## config.mk

```make
export PLATFORM = sky130hd
export DESIGN_NAME = bresenham_line_stepper_unit
export DESIGN_NICKNAME = d
export VERILOG_FILES = /design/src/design/bls_pkg.sv /design/src/design/bresenham_line_stepper_unit.sv /design/src/design/bls_front.sv /design/src/design/bls_queue.sv /design/src/design/bls_back.sv
export SDC_FILE = /design/constraint.sdc
export NUM_CORES = 1
export LEC_CHECK = 0
export ABC_CLOCK_PERIOD_IN_PS = 16600
export BUFFER_PORTS_ARGS = -buffer_cell sky130_fd_sc_hd__buf_2
export CAP_MARGIN = 20
export CORE_ASPECT_RATIO = 0.5
export CORE_UTILIZATION = 30
export CTS_CLUSTER_DIAMETER = 60
export DETAILED_ROUTE_END_ITERATION = 10
export SETUP_SLACK_MARGIN = 0.1
export SLEW_MARGIN = 10
export SYNTH_ARGS = -nofsm -noshare
export SYNTH_HDL_FRONTEND = slang
export SYNTH_HIERARCHICAL = 1
export SYNTH_SLANG_ARGS = --single-unit
```

## constraint.sdc

```tcl
create_clock -name clock -period 16.6 [get_ports clock]
set_clock_uncertainty 0.05 [all_clocks]
set_input_delay 2.49 -clock clock [delete_from_list [all_inputs] [get_ports clock]]
set_output_delay 2.49 -clock clock [all_outputs]
set_load 0.05 [all_outputs]
```

## src/design/bls_pkg.sv

```systemverilog
// ---------------------------------------------------------------------------
// bls_pkg: shared types and constants for the line stepper
// Transaction payloads, the command word passed from front to back, and
// request codes.
// ---------------------------------------------------------------------------
`default_nettype none

package bls_pkg;

   localparam int COORD_W = 10;
   localparam int SPAN2_W = 11;
   localparam int ERR_W   = 12;
   localparam int QUEUE_DEPTH = 2;
   localparam int QPTR_W = $clog2(QUEUE_DEPTH);

   // request codes carried in req_type
   localparam logic REQ_START = 1'b0;
   localparam logic REQ_STEP  = 1'b1;

   typedef logic [COORD_W-1:0] coord_type;
   typedef logic [SPAN2_W-1:0] span2_type;
   typedef logic [ERR_W-1:0]   err_type;

   typedef struct packed {
      logic      req_type;
      coord_type x_start;
      coord_type y_start;
      coord_type x_end;
      coord_type y_end;
   } req_item_type;

   typedef struct packed {
      coord_type pixel_x;
      coord_type pixel_y;
      logic      last_pixel;
   } rsp_item_type;

   // classified command: a step, or a fully set-up line
   typedef struct packed {
      logic      kind;
      logic      active;
      logic      is_steep;
      logic      minor_dir_down;
      coord_type major_pos;
      coord_type major_stop;
      coord_type minor_pos;
      err_type   doubled_error;
      span2_type twice_major_span;
      span2_type twice_minor_span;
   } cmd_type;

   // handshake between queue and back end
   typedef struct packed {
      logic    valid;
      cmd_type cmd;
   } cmd_chan_type;

endpackage

`default_nettype wire

```

## src/design/bresenham_line_stepper_unit.sv

```systemverilog
// Path: a step transaction's pixel passes through the command queue; the
//   stepper then loads it into the output register that drives rsp_valid.
// Throughput: one transaction per clock while rsp_ready does not hold the
//   output; the two-entry queue and the output register let a new request
//   enter while a pixel waits on rsp_ready, until the queue is full.
// Reset: clears the queue, the active-line flag and the pending pixel.
// ---------------------------------------------------------------------------
// bresenham_line_stepper_unit: line pixel generator
// Front end sets up each line, a queue decouples it from the stepper that
// emits one pixel per step transaction while a line is active.
// ---------------------------------------------------------------------------
`default_nettype none

module bresenham_line_stepper_unit #(
   parameter int MAX_COORD = 512
) (
   input  wire                        clock,
   input  wire                        reset,
   input  wire                        req_valid,
   output logic                       req_ready,
   input  wire bls_pkg::req_item_type req_data,
   output logic                       rsp_valid,
   input  wire                        rsp_ready,
   output bls_pkg::rsp_item_type      rsp_data
);

   bls_pkg::cmd_type      front_cmd;
   bls_pkg::cmd_chan_type queue_chan;
   logic                  back_ready;

   bls_front #(
      .MAX_COORD(MAX_COORD)
   ) u_front (
      .req_item (req_data),
      .cmd      (front_cmd)
   );

   bls_queue u_queue (
      .clock      (clock),
      .reset      (reset),
      .push_valid (req_valid),
      .push_ready (req_ready),
      .push_cmd   (front_cmd),
      .pop_chan   (queue_chan),
      .pop_ready  (back_ready)
   );

   bls_back u_back (
      .clock     (clock),
      .reset     (reset),
      .cmd_chan  (queue_chan),
      .cmd_ready (back_ready),
      .rsp_valid (rsp_valid),
      .rsp_ready (rsp_ready),
      .rsp_data  (rsp_data)
   );

endmodule

`default_nettype wire

```

## src/design/bls_front.sv

```systemverilog
// ---------------------------------------------------------------------------
// bls_front: line setup
// Clamps the endpoints, picks the major axis, orders the endpoints along it
// and derives the spans and the initial error term for a start transaction.
// ---------------------------------------------------------------------------
`default_nettype none

module bls_front #(
   parameter int MAX_COORD = 512
) (
   input  wire bls_pkg::req_item_type req_item,
   output bls_pkg::cmd_type           cmd
);

   localparam bls_pkg::coord_type CLAMP_VAL = bls_pkg::coord_type'(MAX_COORD);

   function automatic bls_pkg::coord_type clamp(input bls_pkg::coord_type v);
      bls_pkg::coord_type c;
      c = v;
      if (int'(v) > MAX_COORD) begin
         c = CLAMP_VAL;
      end
      return c;
   endfunction

   function automatic bls_pkg::coord_type span(input bls_pkg::coord_type a,
                                                input bls_pkg::coord_type b);
      return (a > b) ? a - b : b - a;
   endfunction

   bls_pkg::coord_type xa, ya, xb, yb;
   bls_pkg::coord_type ma0, na0, mb0, nb0;
   bls_pkg::coord_type ma, na, mb, nb;
   bls_pkg::coord_type dmaj, dmin;
   logic               steep;

   always_comb begin
      // saturate inputs
      xa = clamp(req_item.x_start);
      ya = clamp(req_item.y_start);
      xb = clamp(req_item.x_end);
      yb = clamp(req_item.y_end);

      // choose major axis
      steep = span(ya, yb) > span(xa, xb);
      ma0 = steep ? ya : xa;
      na0 = steep ? xa : ya;
      mb0 = steep ? yb : xb;
      nb0 = steep ? xb : yb;

      // order along major axis
      if (ma0 > mb0) begin
         ma = mb0; na = nb0; mb = ma0; nb = na0;
      end else begin
         ma = ma0; na = na0; mb = mb0; nb = nb0;
      end

      dmaj = mb - ma;
      dmin = span(na, nb);

      cmd.kind             = req_item.req_type;
      cmd.active           = (dmaj != '0);
      cmd.is_steep         = steep;
      cmd.minor_dir_down   = !(na < nb);
      cmd.major_pos        = ma;
      cmd.major_stop       = mb;
      cmd.minor_pos        = na;
      cmd.doubled_error    = bls_pkg::err_type'(dmaj);
      cmd.twice_major_span = {dmaj, 1'b0};
      cmd.twice_minor_span = {dmin, 1'b0};
   end

endmodule

`default_nettype wire

```

## src/design/bls_queue.sv

```systemverilog
// ---------------------------------------------------------------------------
// bls_queue: command queue
// Short FIFO between setup and stepping so that each side stalls on its own.
// ---------------------------------------------------------------------------
`default_nettype none

module bls_queue (
   input  wire                       clock,
   input  wire                       reset,
   input  wire                       push_valid,
   output logic                      push_ready,
   input  wire bls_pkg::cmd_type     push_cmd,
   output bls_pkg::cmd_chan_type     pop_chan,
   input  wire                       pop_ready
);

   localparam logic [bls_pkg::QPTR_W:0] FULL_CNT = (bls_pkg::QPTR_W + 1)'(bls_pkg::QUEUE_DEPTH);

   bls_pkg::cmd_type            mem_ff [bls_pkg::QUEUE_DEPTH];
   logic [bls_pkg::QPTR_W-1:0]  wr_ptr_ff, wr_ptr_in;
   logic [bls_pkg::QPTR_W-1:0]  rd_ptr_ff, rd_ptr_in;
   logic [bls_pkg::QPTR_W:0]    count_ff, count_in;
   logic                        do_push, do_pop;

   assign push_ready     = (count_ff != FULL_CNT);
   assign pop_chan.valid = (count_ff != '0);
   assign pop_chan.cmd   = mem_ff[rd_ptr_ff];

   assign do_push = push_valid && push_ready;
   assign do_pop  = pop_chan.valid && pop_ready;

   // advance pointers and occupancy
   always_comb begin
      wr_ptr_in = wr_ptr_ff;
      rd_ptr_in = rd_ptr_ff;
      count_in  = count_ff;
      if (do_push) begin
         wr_ptr_in = (wr_ptr_ff == bls_pkg::QPTR_W'(bls_pkg::QUEUE_DEPTH - 1)) ?
                     '0 : wr_ptr_ff + 1'b1;
      end
      if (do_pop) begin
         rd_ptr_in = (rd_ptr_ff == bls_pkg::QPTR_W'(bls_pkg::QUEUE_DEPTH - 1)) ?
                     '0 : rd_ptr_ff + 1'b1;
      end
      if (do_push && !do_pop) begin
         count_in = count_ff + 1'b1;
      end else if (do_pop && !do_push) begin
         count_in = count_ff - 1'b1;
      end
   end

   always_ff @(posedge clock) begin
      if (reset) begin
         wr_ptr_ff <= '0;
         rd_ptr_ff <= '0;
         count_ff  <= '0;
      end else begin
         wr_ptr_ff <= wr_ptr_in;
         rd_ptr_ff <= rd_ptr_in;
         count_ff  <= count_in;
      end
   end

   // store entry
   always_ff @(posedge clock) begin
      if (do_push) begin
         mem_ff[wr_ptr_ff] <= push_cmd;
      end
   end

endmodule

`default_nettype wire

```

## src/design/bls_back.sv

```systemverilog
// ---------------------------------------------------------------------------
// bls_back: pixel stepper
// Holds the active line, emits one pixel per step command while a line is
// active into an output register and updates the doubled error term.
// ---------------------------------------------------------------------------
`default_nettype none

module bls_back (
   input  wire                        clock,
   input  wire                        reset,
   input  wire bls_pkg::cmd_chan_type cmd_chan,
   output logic                       cmd_ready,
   output logic                       rsp_valid,
   input  wire                        rsp_ready,
   output bls_pkg::rsp_item_type      rsp_data
);

   logic                  line_active_ff, line_active_in;
   logic                  is_steep_ff, is_steep_in;
   logic                  minor_dir_down_ff, minor_dir_down_in;
   bls_pkg::coord_type    major_pos_ff, major_pos_in;
   bls_pkg::coord_type    major_stop_ff, major_stop_in;
   bls_pkg::coord_type    minor_pos_ff, minor_pos_in;
   bls_pkg::err_type      err_ff, err_in;
   bls_pkg::span2_type    tmaj_ff, tmaj_in;
   bls_pkg::span2_type    tmin_ff, tmin_in;
   logic                  rsp_valid_ff, rsp_valid_in;
   bls_pkg::rsp_item_type rsp_data_ff, rsp_data_in;

   logic                       out_free, is_start, emit, last;
   logic [bls_pkg::ERR_W:0]    err_sub, err_fix;

   assign out_free  = !rsp_valid_ff || rsp_ready;
   assign is_start  = (cmd_chan.cmd.kind == bls_pkg::REQ_START);
   assign cmd_ready = is_start || !line_active_ff || out_free;
   assign emit      = cmd_chan.valid && cmd_ready && !is_start && line_active_ff;
   assign last      = ({1'b0, major_pos_ff} + 1'b1) == {1'b0, major_stop_ff};

   // error update: subtract twice the minor span, add back twice the major span on underflow
   assign err_sub = {err_ff[bls_pkg::ERR_W-1], err_ff} - {2'b00, tmin_ff};
   assign err_fix = err_sub[bls_pkg::ERR_W] ? err_sub + {2'b00, tmaj_ff} : err_sub;

   always_comb begin
      line_active_in    = line_active_ff;
      is_steep_in       = is_steep_ff;
      minor_dir_down_in = minor_dir_down_ff;
      major_pos_in      = major_pos_ff;
      major_stop_in     = major_stop_ff;
      minor_pos_in      = minor_pos_ff;
      err_in            = err_ff;
      tmaj_in           = tmaj_ff;
      tmin_in           = tmin_ff;
      rsp_valid_in      = rsp_ready ? 1'b0 : rsp_valid_ff;
      rsp_data_in       = rsp_data_ff;

      if (cmd_chan.valid && is_start) begin
         // load new line, drop any unfinished one
         line_active_in    = cmd_chan.cmd.active;
         is_steep_in       = cmd_chan.cmd.is_steep;
         minor_dir_down_in = cmd_chan.cmd.minor_dir_down;
         major_pos_in      = cmd_chan.cmd.major_pos;
         major_stop_in     = cmd_chan.cmd.major_stop;
         minor_pos_in      = cmd_chan.cmd.minor_pos;
         err_in            = cmd_chan.cmd.doubled_error;
         tmaj_in           = cmd_chan.cmd.twice_major_span;
         tmin_in           = cmd_chan.cmd.twice_minor_span;
      end else if (emit) begin
         // emit pixel and advance one major step
         rsp_valid_in         = 1'b1;
         rsp_data_in.pixel_x  = is_steep_ff ? minor_pos_ff : major_pos_ff;
         rsp_data_in.pixel_y  = is_steep_ff ? major_pos_ff : minor_pos_ff;
         rsp_data_in.last_pixel = last;
         err_in = err_fix[bls_pkg::ERR_W-1:0];
         if (err_sub[bls_pkg::ERR_W]) begin
            minor_pos_in = minor_dir_down_ff ? minor_pos_ff - 1'b1 : minor_pos_ff + 1'b1;
         end
         major_pos_in = major_pos_ff + 1'b1;
         if (last) begin
            line_active_in = 1'b0;
         end
      end
   end

   always_ff @(posedge clock) begin
      if (reset) begin
         line_active_ff <= 1'b0;
         rsp_valid_ff   <= 1'b0;
      end else begin
         line_active_ff <= line_active_in;
         rsp_valid_ff   <= rsp_valid_in;
      end
   end

   // hold line and pixel payload
   always_ff @(posedge clock) begin
      is_steep_ff       <= is_steep_in;
      minor_dir_down_ff <= minor_dir_down_in;
      major_pos_ff      <= major_pos_in;
      major_stop_ff     <= major_stop_in;
      minor_pos_ff      <= minor_pos_in;
      err_ff            <= err_in;
      tmaj_ff           <= tmaj_in;
      tmin_ff           <= tmin_in;
      rsp_data_ff       <= rsp_data_in;
   end

   assign rsp_valid = rsp_valid_ff;
   assign rsp_data  = rsp_data_ff;

endmodule

`default_nettype wire
```

[Word level (Yosys, flattened, before mapping)]
Memory sizes are Yosys's and may differ from the RTL's. A register that Yosys moved wholly into a read port is not among the register bits.
Index checks and enable logic that the tools add are counted.
Cells by class
  $add $sub $neg: 17
  order comparisons: 10
  eq/ne operators: 2
  muxes and demuxes: 40
  bitwise operators: 2
  reductions and logical operators: 24
Operators by type and width (count)
  10-bit 2-to-1 mux: 23
  10-bit subtractor: 7
  10-bit > comparator: 5
  10-bit > comparator (second input constant): 4
  12-bit 2-to-1 mux: 3
  10-bit by 1-bit adder with 10-bit output (second input constant): 2
  12-bit by 12-bit subtractor with 13-bit output: 1
  12-bit by 11-bit adder with 12-bit output: 1
  1-bit 2-to-1 mux: 12
  10-bit by 1-bit adder with 11-bit output (second input constant): 1
  11-bit by 10-bit equality test with 1-bit output: 1
  10-bit < comparator: 1
  10-bit nonzero test: 1
  2-bit nonzero test: 5
  10-bit by 1-bit subtractor with 10-bit output (second input constant): 1
  1-bit logical AND: 7
  2-bit AND reduction: 3
  1-bit zero test: 5
  2-bit 2-to-1 mux: 2
  1-bit logical OR: 3
  1-bit adder (second input constant): 2
  2-bit by 1-bit adder with 2-bit output (second input constant): 1
  2-bit != test (second input constant): 1
  1-bit NOT: 2
  2-bit by 1-bit subtractor with 2-bit output (second input constant): 1
Storage, ports and cells
  register bits after elaboration: 93
  memory bits (writable): 128
  input bits: 45
  output and inout bits: 23
  word-level logic and storage cells: 112
  memories: 1
Memories
  u_queue.mem_ff: words 2, bits a word 64, read ports 1, clocked after memory_dff 1, wr ports 1, RTL line bls_queue.sv:19  | bls_pkg::cmd_type mem_ff [bls_pkg::QUEUE_DEPTH];

[Depth between registers and ports, before layout]
Gate-level depths: netlist of the first run.
  depth after elaboration: 10
  gate-level depth with buffers: 61
  gate-level depth less buffers: 54

[By module]
Netlist of the first run, hierarchy kept.
By module, submodules not included
  bls_back: instances 1, cells an instance 475, area each 5227.5 µm², sequential area each 2652.5 µm²
  bls_queue: instances 1, cells an instance 236, area each 5212.5 µm², sequential area each 4184.0 µm²
  bls_front: instances 1, cells an instance 736, area each 4854.7 µm², sequential area each 0.0 µm²

[Least setup slack after synthesis of the first run]
No wires, ideal clock.
  path kind: input -> register
  from: in req_data[29] in the netlist's numbering
  to: mem u_queue/mem_ff[0][10] in the netlist's numbering (data pin)
  setup time: 263 ps
  arrival time: 12970 ps
  data required time: 16287 ps
  path slack: 3317 ps
  cell stages on the path: 54
  buffers on the path: 8
  path through: clkbuf_1 -> nand2b_1 -> inv_1 -> fa_1 -> a21o_1 -> a21o_1 -> a21o_1 -> a21o_1 -> a21o_1 -> a21o_1 -> a21o_1 -> a21oi_1 -> nor2_1 -> clkbuf_1 -> mux2i_1 -> o21ai_0 -> xor2_1 -> ha_1 -> [18 not listed] -> o21ai_0 -> o21ai_0 -> inv_1 -> fa_1 -> a21o_1 -> a21oi_1 -> o21bai_1 -> a21oi_1 -> o21bai_1 -> a21oi_1 -> o21a_1 -> clkbuf_1 -> mux2_2 -> a22o_1 -> o31a_1 -> o21ai_0 -> nand2_1 -> xor2_1
Between the ends
  cells in the longest elaborated chain, start to end: 9
  elaborated cells on any way between the ends: 13
  those cells by class: 3 x add/sub; 4 x order compare; 6 x mux
Ends and longest elaborated chain
  from (decl): RTL line bresenham_line_stepper_unit.sv:21  | input wire bls_pkg::req_item_type req_data,
  10-bit > comparator: RTL line bls_front.sv:20  | if (int'(v) > MAX_COORD) begin
  10-bit 2-to-1 mux *: RTL line bls_front.sv:20
  10-bit subtractor / 10-bit > comparator (equally long branches): RTL line bls_front.sv:28  | return (a > b) ? a - b : b - a;
  10-bit 2-to-1 mux: RTL line bls_front.sv:28
  10-bit > comparator: RTL line bls_front.sv:45  | steep = span(ya, yb) > span(xa, xb);
  10-bit 2-to-1 mux (on tied branches): RTL line bls_front.sv:46, bls_front.sv:48
  10-bit > comparator: RTL line bls_front.sv:52  | if (ma0 > mb0) begin
  10-bit 2-to-1 mux: RTL line bls_front.sv:52
  10-bit subtractor *: RTL line bls_front.sv:58  | dmaj = mb - ma;
  to (decl): RTL line bls_queue.sv:19
Mark *: on every way between the ends. The rest lies on a longest branch, timed or not.

==> metrics.md, run 1 <==
| Metric | Value |
|---|---|
| Clock period minus final worst setup slack | `around 14 ns` |
| Synthesis Warnings | `6` |
| Yosys cell types | `82` |
| Final standard cell utilization of the core | `34.1%` |
| DRC | `0` |
| Final max-slew violation count | `0` |
| Max-cap check violation count | `0` |
| I/O pin cnt | `68` |
| Share of the yosys chip area belonging to registers | `44.7%` |
| Share of cells above drive strength 1 | `around 16%` |
| Final sum of negative setup slack | `0 ns` |
| Kind of capture point of the worst setup path | `flop` |
| Net total in the final layout | `1653` |
| Number of cell rows | `58` |
| Clock latency at the later pin of the worst-skew pair | `0.52 ns` |
| Synthesis-to-finish area growth | `12.1%` |
| Global-route usage over all layers | `between 10 and 15%` |
| CTS clock-pin slew for the worst setup and hold paths | `0.06 ns` |
| Hold Crit Class | `reg2reg` |
| Worst R2R Start | `u_back/err_ff[0]` |
| Antenna Nets Post-Route | `0` |
| Most common flop cell mapped by yosys | `sky130_fd_sc_hd__edfxtp_1` |
| Number of buffers and inverters on the critical path | `5` |
| Combined area of all synthesized cells | `approximately 0.015 mm^2` |
| Hold-fix buffers, CTS | `0` |
| R2R setup slack | `12.76 ns` |
| Crit path largest cell delay | `0.89 ns` |
| Clk sink count | `230` |
| Placed Area | `0.0162 mm^2` |
| Quantity of gates resized following cts | `0` |
| Diode count | `0` |
| Worst R2R End | `u_back/err_ff[10]` |
| Data required time of the critical path | `16.80 ns` |
| Endpoints failing hold | `0` |
| Number of setup violations in the final report | `0` |
| Largest net degree at the start of global routing | `69` |
| End point of the worst hold path | `u_back/line_active_ff` |
| Iteration-0 DRC count of the detailed router | `745` |
| Worst slew margin relative to its limit | `~22%` |
| Setup repair after global routing missed its margin | `no` |
| Die W | `~320 um` |
| Starting density of the core | `30.4%` |
| Cell repeated most along the worst path | `sky130_fd_sc_hd__a21o_1` |
| Dominant delay contributor by cell family on the critical path | `compound AO/OA/AOI/OAI gates` |
| Pre-Repair DR Iteration Count | `5` |
| CP max-delay cell | `sky130_fd_sc_hd__nor2_1` |
| Routed vias | `10.7k` |
| Die H | `162 um` |
| Launch instance of the worst min-delay path | `u_back/line_active_ff` |
| Routed length per instance | `~17 um` |
| Number of post-CTS setup repair buffers | `0` |
| Root buffer cell | `sky130_fd_sc_hd__clkbuf_16` |
| Overall die area | `0.0519 mm^2` |
| Placer's final routability congestion estimate | `approximately 0.93` |
| Nature of the critical path startpoint | `input pin` |
| Synthesized flop and latch total | `230` |
| Number of enable-type register cells in the synthesized netlist | `223` |
| Filler Cells Inserted | `5031` |
| First-pass GRT wire length | `57.0 mm` |
| Actual slew at the worst max-slew pin | `~1.2 ns` |
| Number of H-tree branching levels | `1` |
| Via density | `4.88` |
| Max Fclk | `~70 MHz` |
| HPWL reported at the end of detailed placement | `27.3 mm` |
| Final worst path period share | `86.1%` |
| Total congestion overflow after global routing | `0` |
| Length in cells of the worst reg-to-reg path | `13` |
| Initial antenna violation count | `0` |
| Longest Clk Path Bufs | `3` |
| Core region area | `0.0503 mm^2` |
| Critical path type | `in2reg` |
| Final instance area | `between 0.015 and 0.02 mm^2` |
| Post-synthesis average cell area | `10.6 um^2` |
| Via count of the first global-routing pass | `10.2k` |
| Cell depth of the worst hold path | `2` |
| Post-synthesis async set-or-reset flop share | `0%` |
| Critical path data arrival time | `14.50 ns` |
| Result of the run | `finished, final reports clean` |
| Number of input and output port buffers inserted | `67` |
| Total wirelength of the detailed-routed design | `around 37 mm` |
| CTS tree | `done` |
| Inserted Clock Buffers | `27` |
| Cell count after synthesis | `around 1.4k` |
| Highest net fanout along the worst path | `42` |
synth_stat cells (3+ instances only):
library cell	n	area [um^2]
sky130_fd_sc_hd__xor2_1	25	219
sky130_fd_sc_hd__or2_2	3	18.8
sky130_fd_sc_hd__nand2_1	134	503
sky130_fd_sc_hd__a221oi_1	3	26.3
sky130_fd_sc_hd__o41ai_1	4	35.0
sky130_fd_sc_hd__mux2_2	78	878
sky130_fd_sc_hd__a211o_1	4	35.0
sky130_fd_sc_hd__clkbuf_1	28	105
sky130_fd_sc_hd__a21oi_1	106	531
sky130_fd_sc_hd__buf_6	6	67.6
sky130_fd_sc_hd__nor4_1	9	56.3
sky130_fd_sc_hd__mux2i_1	29	290
sky130_fd_sc_hd__fa_1	9	180
sky130_fd_sc_hd__o2111ai_1	3	26.3
sky130_fd_sc_hd__a31oi_1	10	62.6
sky130_fd_sc_hd__o21bai_1	10	75.1
sky130_fd_sc_hd__nand3_1	15	75.1
sky130_fd_sc_hd__buf_2	11	55.1
sky130_fd_sc_hd__or3_1	6	37.5
sky130_fd_sc_hd__and3_1	7	43.8
sky130_fd_sc_hd__mux2_4	20	300
sky130_fd_sc_hd__nand4_1	14	87.6
sky130_fd_sc_hd__and2_1	8	50.1
sky130_fd_sc_hd__dfxtp_1	7	140
sky130_fd_sc_hd__xnor2_1	46	403
sky130_fd_sc_hd__nor3_1	15	75.1
sky130_fd_sc_hd__buf_1	7	26.3
sky130_fd_sc_hd__o31a_1	3	26.3
sky130_fd_sc_hd__o22ai_1	3	18.8
sky130_fd_sc_hd__o21ai_0	84	420
sky130_fd_sc_hd__buf_4	17	128
sky130_fd_sc_hd__nor2_1	95	357
sky130_fd_sc_hd__inv_1	103	387
sky130_fd_sc_hd__a21o_1	37	278
sky130_fd_sc_hd__o21a_1	14	105
sky130_fd_sc_hd__edfxtp_1	223	6700
sky130_fd_sc_hd__a211oi_1	11	82.6
sky130_fd_sc_hd__ha_1	111	1390
sky130_fd_sc_hd__o31ai_1	5	37.5
sky130_fd_sc_hd__o21ai_1	12	60.1
sky130_fd_sc_hd__nand2b_1	22	138
sky130_fd_sc_hd__o211ai_1	20	150
sky130_fd_sc_hd__nor2b_1	19	119
per-layer routing:
| metal | track usage (%) | share of wire, % |
|---|---|---|
| met5 | 0 | 0 |
| met4 | 2.99 | 1.8 |
| met3 | 1.27 | 3.7 |
| met2 | 21.7 | 45 |
| met1 | 20.4 | 50 |
metrics by stage:
step | setup WS (ns) | hold slack (ns) | instances
floorplan | 3.32 | 0.405 | 1450
global placement | 2.05 | 0.436 | 2148
detailed placement | 1.87 | 0.442 | 2148
CTS | 2.39 | 0.453 | 2197
global route | 1.49 | 0.475 | 2198
finish | 2.30 | 0.454 | 2198
kinds of logic (layout without fill, tap and decap cells):
| group | after synthesis | after routing | share of synthesized area, % |
|---|---|---|---|
| and+or+nand+nor | 364 | 364 | 11.1 |
| muxes | 127 | 127 | 9.60 |
| AOI/OAI and AO/OA | 358 | 358 | 15.0 |
| buffers and inverters | 175 | 233 | 5.10 |
| DFF | 230 | 230 | 44.7 |
| xor gates and xnor gates | 72 | 72 | 4.17 |
| other | 1 | 4 | 0.0245 |
| adders and majority gates | 120 | 120 | 10.3 |
cells in the final DEF, fill, tap and decap left out, types with 5 or more instances in the layout:
master	Yosys	routed
sky130_fd_sc_hd__nor2b_1	19	19
sky130_fd_sc_hd__a211oi_1	11	11
sky130_fd_sc_hd__nor3_1	15	15
sky130_fd_sc_hd__nand3_1	15	15
sky130_fd_sc_hd__and2_1	8	8
sky130_fd_sc_hd__ha_1	111	111
sky130_fd_sc_hd__and3_1	7	6
sky130_fd_sc_hd__nand4_1	14	14
sky130_fd_sc_hd__a31oi_1	10	10
sky130_fd_sc_hd__mux2_4	20	20
sky130_fd_sc_hd__buf_2	11	67
sky130_fd_sc_hd__nand2b_1	22	22
sky130_fd_sc_hd__o21a_1	14	14
sky130_fd_sc_hd__xor2_1	25	25
sky130_fd_sc_hd__o21ai_1	12	12
sky130_fd_sc_hd__o21ai_0	84	84
sky130_fd_sc_hd__clkbuf_16	0	28
sky130_fd_sc_hd__o211ai_1	20	20
sky130_fd_sc_hd__nor2_1	95	94
sky130_fd_sc_hd__buf_4	17	12
sky130_fd_sc_hd__a21o_1	37	37
sky130_fd_sc_hd__inv_1	103	101
sky130_fd_sc_hd__edfxtp_1	223	223
sky130_fd_sc_hd__nand2_1	134	134
sky130_fd_sc_hd__mux2_2	78	78
sky130_fd_sc_hd__o31ai_1	5	5
sky130_fd_sc_hd__o21bai_1	10	10
sky130_fd_sc_hd__a21oi_1	106	106
sky130_fd_sc_hd__nor4_1	9	9
sky130_fd_sc_hd__mux2i_1	29	29
sky130_fd_sc_hd__or3_1	6	6
sky130_fd_sc_hd__fa_1	9	9
sky130_fd_sc_hd__dfxtp_1	7	6
sky130_fd_sc_hd__clkbuf_1	28	6
sky130_fd_sc_hd__xnor2_1	46	46
flip-flops by register name (all words and copies together), names as in the netlist, 2 cells and up, named ones only:
name	cells
u_back/tmin_ff	11
u_queue/mem_ff	136
u_back/tmaj_ff	11
u_back/err_ff	12
u_back/major_pos_ff	10
u_back/major_stop_ff	10
u_queue/count_ff	2
u_back/rsp_data	21
u_back/minor_pos_ff	10
cell type report:
cell class | instances | area [um^2] | share of cell area [%]
Tap cell | 690 | 863 | 5.03
Multi-Input combinational cell | 1045 | 7700 | 44.9
Clock buffer | 38 | 778 | 4.54
Sequential cell | 230 | 6840 | 39.9
Timing Repair Buffer | 79 | 425 | 2.48
Inverter | 105 | 394 | 2.30
Clock inverter | 11 | 149 | 0.868
worst register-to-register path: cells and delay by family (launching register included):
family / cells / cell delay, ns
buffers and inverters: 2 / 0.11
muxes: 1 / 0.17
DFF: 1 / 0.35
AOI/OAI and AO/OA: 7 / 1.98
adders and majority gates: 3 / 0.95
how the worst max path moves through the flow:
stage                       endpoint  depth (start not counted)  slack [ns]         start
2_1_floorplan  u_queue/mem_ff[0][10]                         54        3.32  req_data[29]
3_3_place_gp   u_queue/mem_ff[0][10]                         50        2.05  req_data[35]
3_5_place_dp   u_queue/mem_ff[1][10]                         50        1.87  req_data[12]
4_1_cts        u_queue/mem_ff[1][10]                         50        2.39  req_data[12]
5_1_grt        u_queue/mem_ff[1][10]                         52        1.49   req_data[9]
6_report       u_queue/mem_ff[1][10]                         52        2.30   req_data[9]
Power of run 1 is not shown: default switching activity piles up to over one toggle a cycle in this logic, so the estimate is an artifact.
==> run 2: changes to the inputs <==
--- a/config.mk
+++ b/config.mk
@@ -5,7 +5,7 @@
 export SDC_FILE = /design/constraint.sdc
 export NUM_CORES = 1
 export LEC_CHECK = 0
-export ABC_CLOCK_PERIOD_IN_PS = 16600
+export ABC_CLOCK_PERIOD_IN_PS = 11900
 export BUFFER_PORTS_ARGS = -buffer_cell sky130_fd_sc_hd__buf_2
 export CAP_MARGIN = 20
 export CORE_ASPECT_RATIO = 0.5
==> constraint.sdc (replaced) <==
create_clock -name clock -period 11.9 [get_ports clock]
set_clock_uncertainty 0.05 [all_clocks]
set_input_delay 1.785 -clock clock [delete_from_list [all_inputs] [get_ports clock]]
set_output_delay 1.785 -clock clock [all_outputs]
set_load 0.05 [all_outputs]
==> run 2 against run 1 <==
Net effect:
- cell count rose by 4.5%
- first-iteration DRC count is 21% higher
- global-route usage increased by 0.21 points
- non-clock buffer count up 97
- largest cell class unchanged
==> metrics.md, run 2 (synthesis results as in run 1) <==
| Metric | Value |
|---|---|
| Total congestion overflow after global routing | `0 (unchanged)` |
| Worst hold margin | `0.455 ns (+0.000238 ns)` |
| CTS tree | `done` |
| Highest net fanout along the worst path | `8 (-81%)` |
| I/O pin cnt | `68 (unchanged)` |
| Core region area | `0.0503 mm^2 (unchanged)` |
| Kind of capture point of the worst setup path | `flop` |
| Launch instance of the worst min-delay path | `u_queue/rd_ptr_ff` |
| Number of instances in the placed design | `2232 (+3.9%)` |
| Worst R2R Start | `u_back/err_ff[0]` |
| Starting density of the core | `30.4% (unchanged)` |
| Result of the run | `finished, final reports clean` |
| Routed length per instance | `16.7 um (+0.17%)` |
| Top register by number of flip-flops | `u_queue/mem_ff` |
| R2R setup slack | `8.14 ns (-4.62 ns)` |
| Routed vias | `11.3k (+5.1%)` |
| Worst slew margin relative to its limit | `32.9% (+11 points)` |
| Worst R2R End | `u_back/err_ff[10]` |
| Die W | `321 um (unchanged)` |
| Cell depth of the worst hold path | `2 (unchanged)` |
| Length in cells of the worst reg-to-reg path | `13 (unchanged)` |
| Cell repeated most along the worst path | `sky130_fd_sc_hd__a21o_1` |
| Filler Cells Inserted | `4992 (-0.78%)` |
| Final max-slew violation count | `0 (unchanged)` |
| Inserted Clock Buffers | `25 (-7.4%)` |
| Placer's final routability congestion estimate | `0.920 (-0.61%)` |
| Multi-input gate area | `0.00780 mm^2 (+1.3%)` |
| Data required time of the critical path | `12.11 ns (-4.69 ns)` |
| Via density | `4.91 (+0.65%)` |
| Number of cell rows | `58 (unchanged)` |
| Number of H-tree branching levels | `1 (unchanged)` |
| Max Fclk | `89.0 MHz` |
| Most common cell after layout, fill and taps aside | `sky130_fd_sc_hd__edfxtp_1` |
| Overall die area | `0.0519 mm^2 (unchanged)` |
| HPWL reported at the end of detailed placement | `28.7 mm (+5.2%)` |
| Nature of the critical path startpoint | `input pin` |
| Initial antenna violation count | `0 (unchanged)` |
| Setup repair after global routing missed its margin | `no` |
| Longest Clk Path Bufs | `3 (unchanged)` |
| Iteration-0 DRC count of the detailed router | `901 (+21%)` |
| CP max-delay cell | `sky130_fd_sc_hd__mux2_2` |
| Total wirelength of the detailed-routed design | `38.2 mm (+4.6%)` |
| Clock period minus final worst setup slack | `11.24 ns` |
| Actual slew at the worst max-slew pin | `1.01 ns (-0.157 ns)` |
| Root buffer cell | `sky130_fd_sc_hd__clkbuf_16` |
| Critical path data arrival time | `11.45 ns (-3.05 ns)` |
| Number of input and output port buffers inserted | `67 (unchanged)` |
| Endpoints failing hold | `0 (unchanged)` |
| Critical path type | `in2reg` |
| End point of the worst hold path | `u_queue/rd_ptr_ff` |
| Dominant delay contributor by cell family on the critical path | `compound AO/OA/AOI/OAI gates` |
| Pre-Repair DR Iteration Count | `5 (unchanged)` |
| Max reg flops | `136 (unchanged)` |
| Clk sink count | `230 (unchanged)` |
| Clock latency at the later pin of the worst-skew pair | `0.52 ns (about the same)` |
| CTS clock-pin slew for the worst setup and hold paths | `0.05 ns (about the same)` |
| Via count of the first global-routing pass | `10.3k (+1.2%)` |
| Final worst path period share | `94.4%` |
| Count of placed standard cells in the final layout, fillers left out | `2296 (+4.5%)` |
| Die H | `162 um (unchanged)` |
| Antenna Nets Post-Route | `0 (unchanged)` |
| Global-route usage over all layers | `14.0% (+0.21 points)` |
| Synthesis-to-finish area growth | `16.7%` |
| Hold Crit Class | `reg2reg` |
| Share of cells above drive strength 1 | `22.1% (+5.6 points)` |
| Number of setup violations in the final report | `0 (unchanged)` |
| Most used cells in the layout excluding fill and tap cells | `223 x sky130_fd_sc_hd__edfxtp_1, 134 x sky130_fd_sc_hd__nand2_1, 111 x sky130_fd_sc_hd__ha_1` |
| Number of buffers and inverters on the critical path | `8 (+3)` |
| Max-cap check violation count | `0 (unchanged)` |
| Largest net degree at the start of global routing | `69 (unchanged)` |
| Crit path largest cell delay | `0.44 ns (-0.45 ns)` |
| Net total in the final layout | `1752 (+6.0%)` |
| Combined flip-flop and latch cell area | `0.00684 mm^2 (unchanged)` |
| DRC | `0 (unchanged)` |
| First-pass GRT wire length | `57.7 mm (+1.2%)` |
-- run 2: cell count changes in the layout (fill, tap and decap cells not counted), moves of 4 or more --
cell,previous run,this run
sky130_fd_sc_hd__buf_4,12,104
sky130_fd_sc_hd__clkinv_1,4,12
sky130_fd_sc_hd__a21oi_1,106,101
sky130_fd_sc_hd__a21oi_2,2,7
sky130_fd_sc_hd__clkbuf_8,4,0
sky130_fd_sc_hd__o21ai_0,84,80
-- run 2: worst max path at each step --
| stage | startpoint | to | slack (ns) | cells past startpoint |
|---|---|---|---|---|
| 6_report | req_data[9] | u_queue/mem_ff[0][10] | 0.66 | 54 |
| 5_1_grt | req_data[9] | u_queue/mem_ff[0][10] | 0.05 | 56 |
| 4_1_cts | req_data[12] | u_queue/mem_ff[1][10] | 0.33 | 53 |
| 3_5_place_dp | req_data[12] | u_queue/mem_ff[1][10] | -0.20 | 52 |
| 3_3_place_gp | req_data[9] | u_queue/mem_ff[0][10] | -0.04 | 53 |
| 2_1_floorplan | req_data[29] | u_queue/mem_ff[0][10] | 0.18 | 55 |
-- run 2: layout make-up --
cell class | instances | share of cell area, %
multi-input cells | 1049 | 43.7
flip-flops and latches | 230 | 38.3
repair buffers | 176 | 6.69
well taps | 690 | 4.84
clock buffers | 30 | 3.61
inverters | 105 | 2.21
clock inverters | 15 | 0.575
diodes | 1 | 0.0140
-- run 2: what timing repair did --
action,in CTS,in global routing
hold endpoints to repair,0,0
resized for setup,0,21
buffers inserted,0,14
hold buffers,0,0
setup endpoints to repair,0,14
-- run 2: per-stage QoR --
stage / worst slack [ns] / util [%] / TNS, ns / area, um^2
2_1_floorplan: 0.181 / - / 0 / 15300
3_3_place_gp: -0.0356 / 33.5 / -0.0712 / 16800
3_5_place_dp: -0.196 / 33.5 / -0.701 / 16900
4_1_cts: 0.326 / 35.0 / 0 / 17600
5_1_grt: 0.0526 / 35.5 / 0 / 17800
6_report: 0.662 / 35.5 / 0 / 17800
-- run 2: worst min-delay path, stage by stage, from the launching register on --
cell and delay [ns]:
sky130_fd_sc_hd__dfxtp_1 0.32, sky130_fd_sc_hd__xor2_1 0.08, sky130_fd_sc_hd__nor2_1 0.07
-- run 2: metal layers --
layer,global-route usage [%],up-vias,wire length [um]
met4,2.45,0,522
met1,20.9,5419,18700
li1,-,5551,-
met5,0,-,0
met3,1.52,38,2050
met2,21.9,274,17000
Power of run 2 is left out for the same reason.
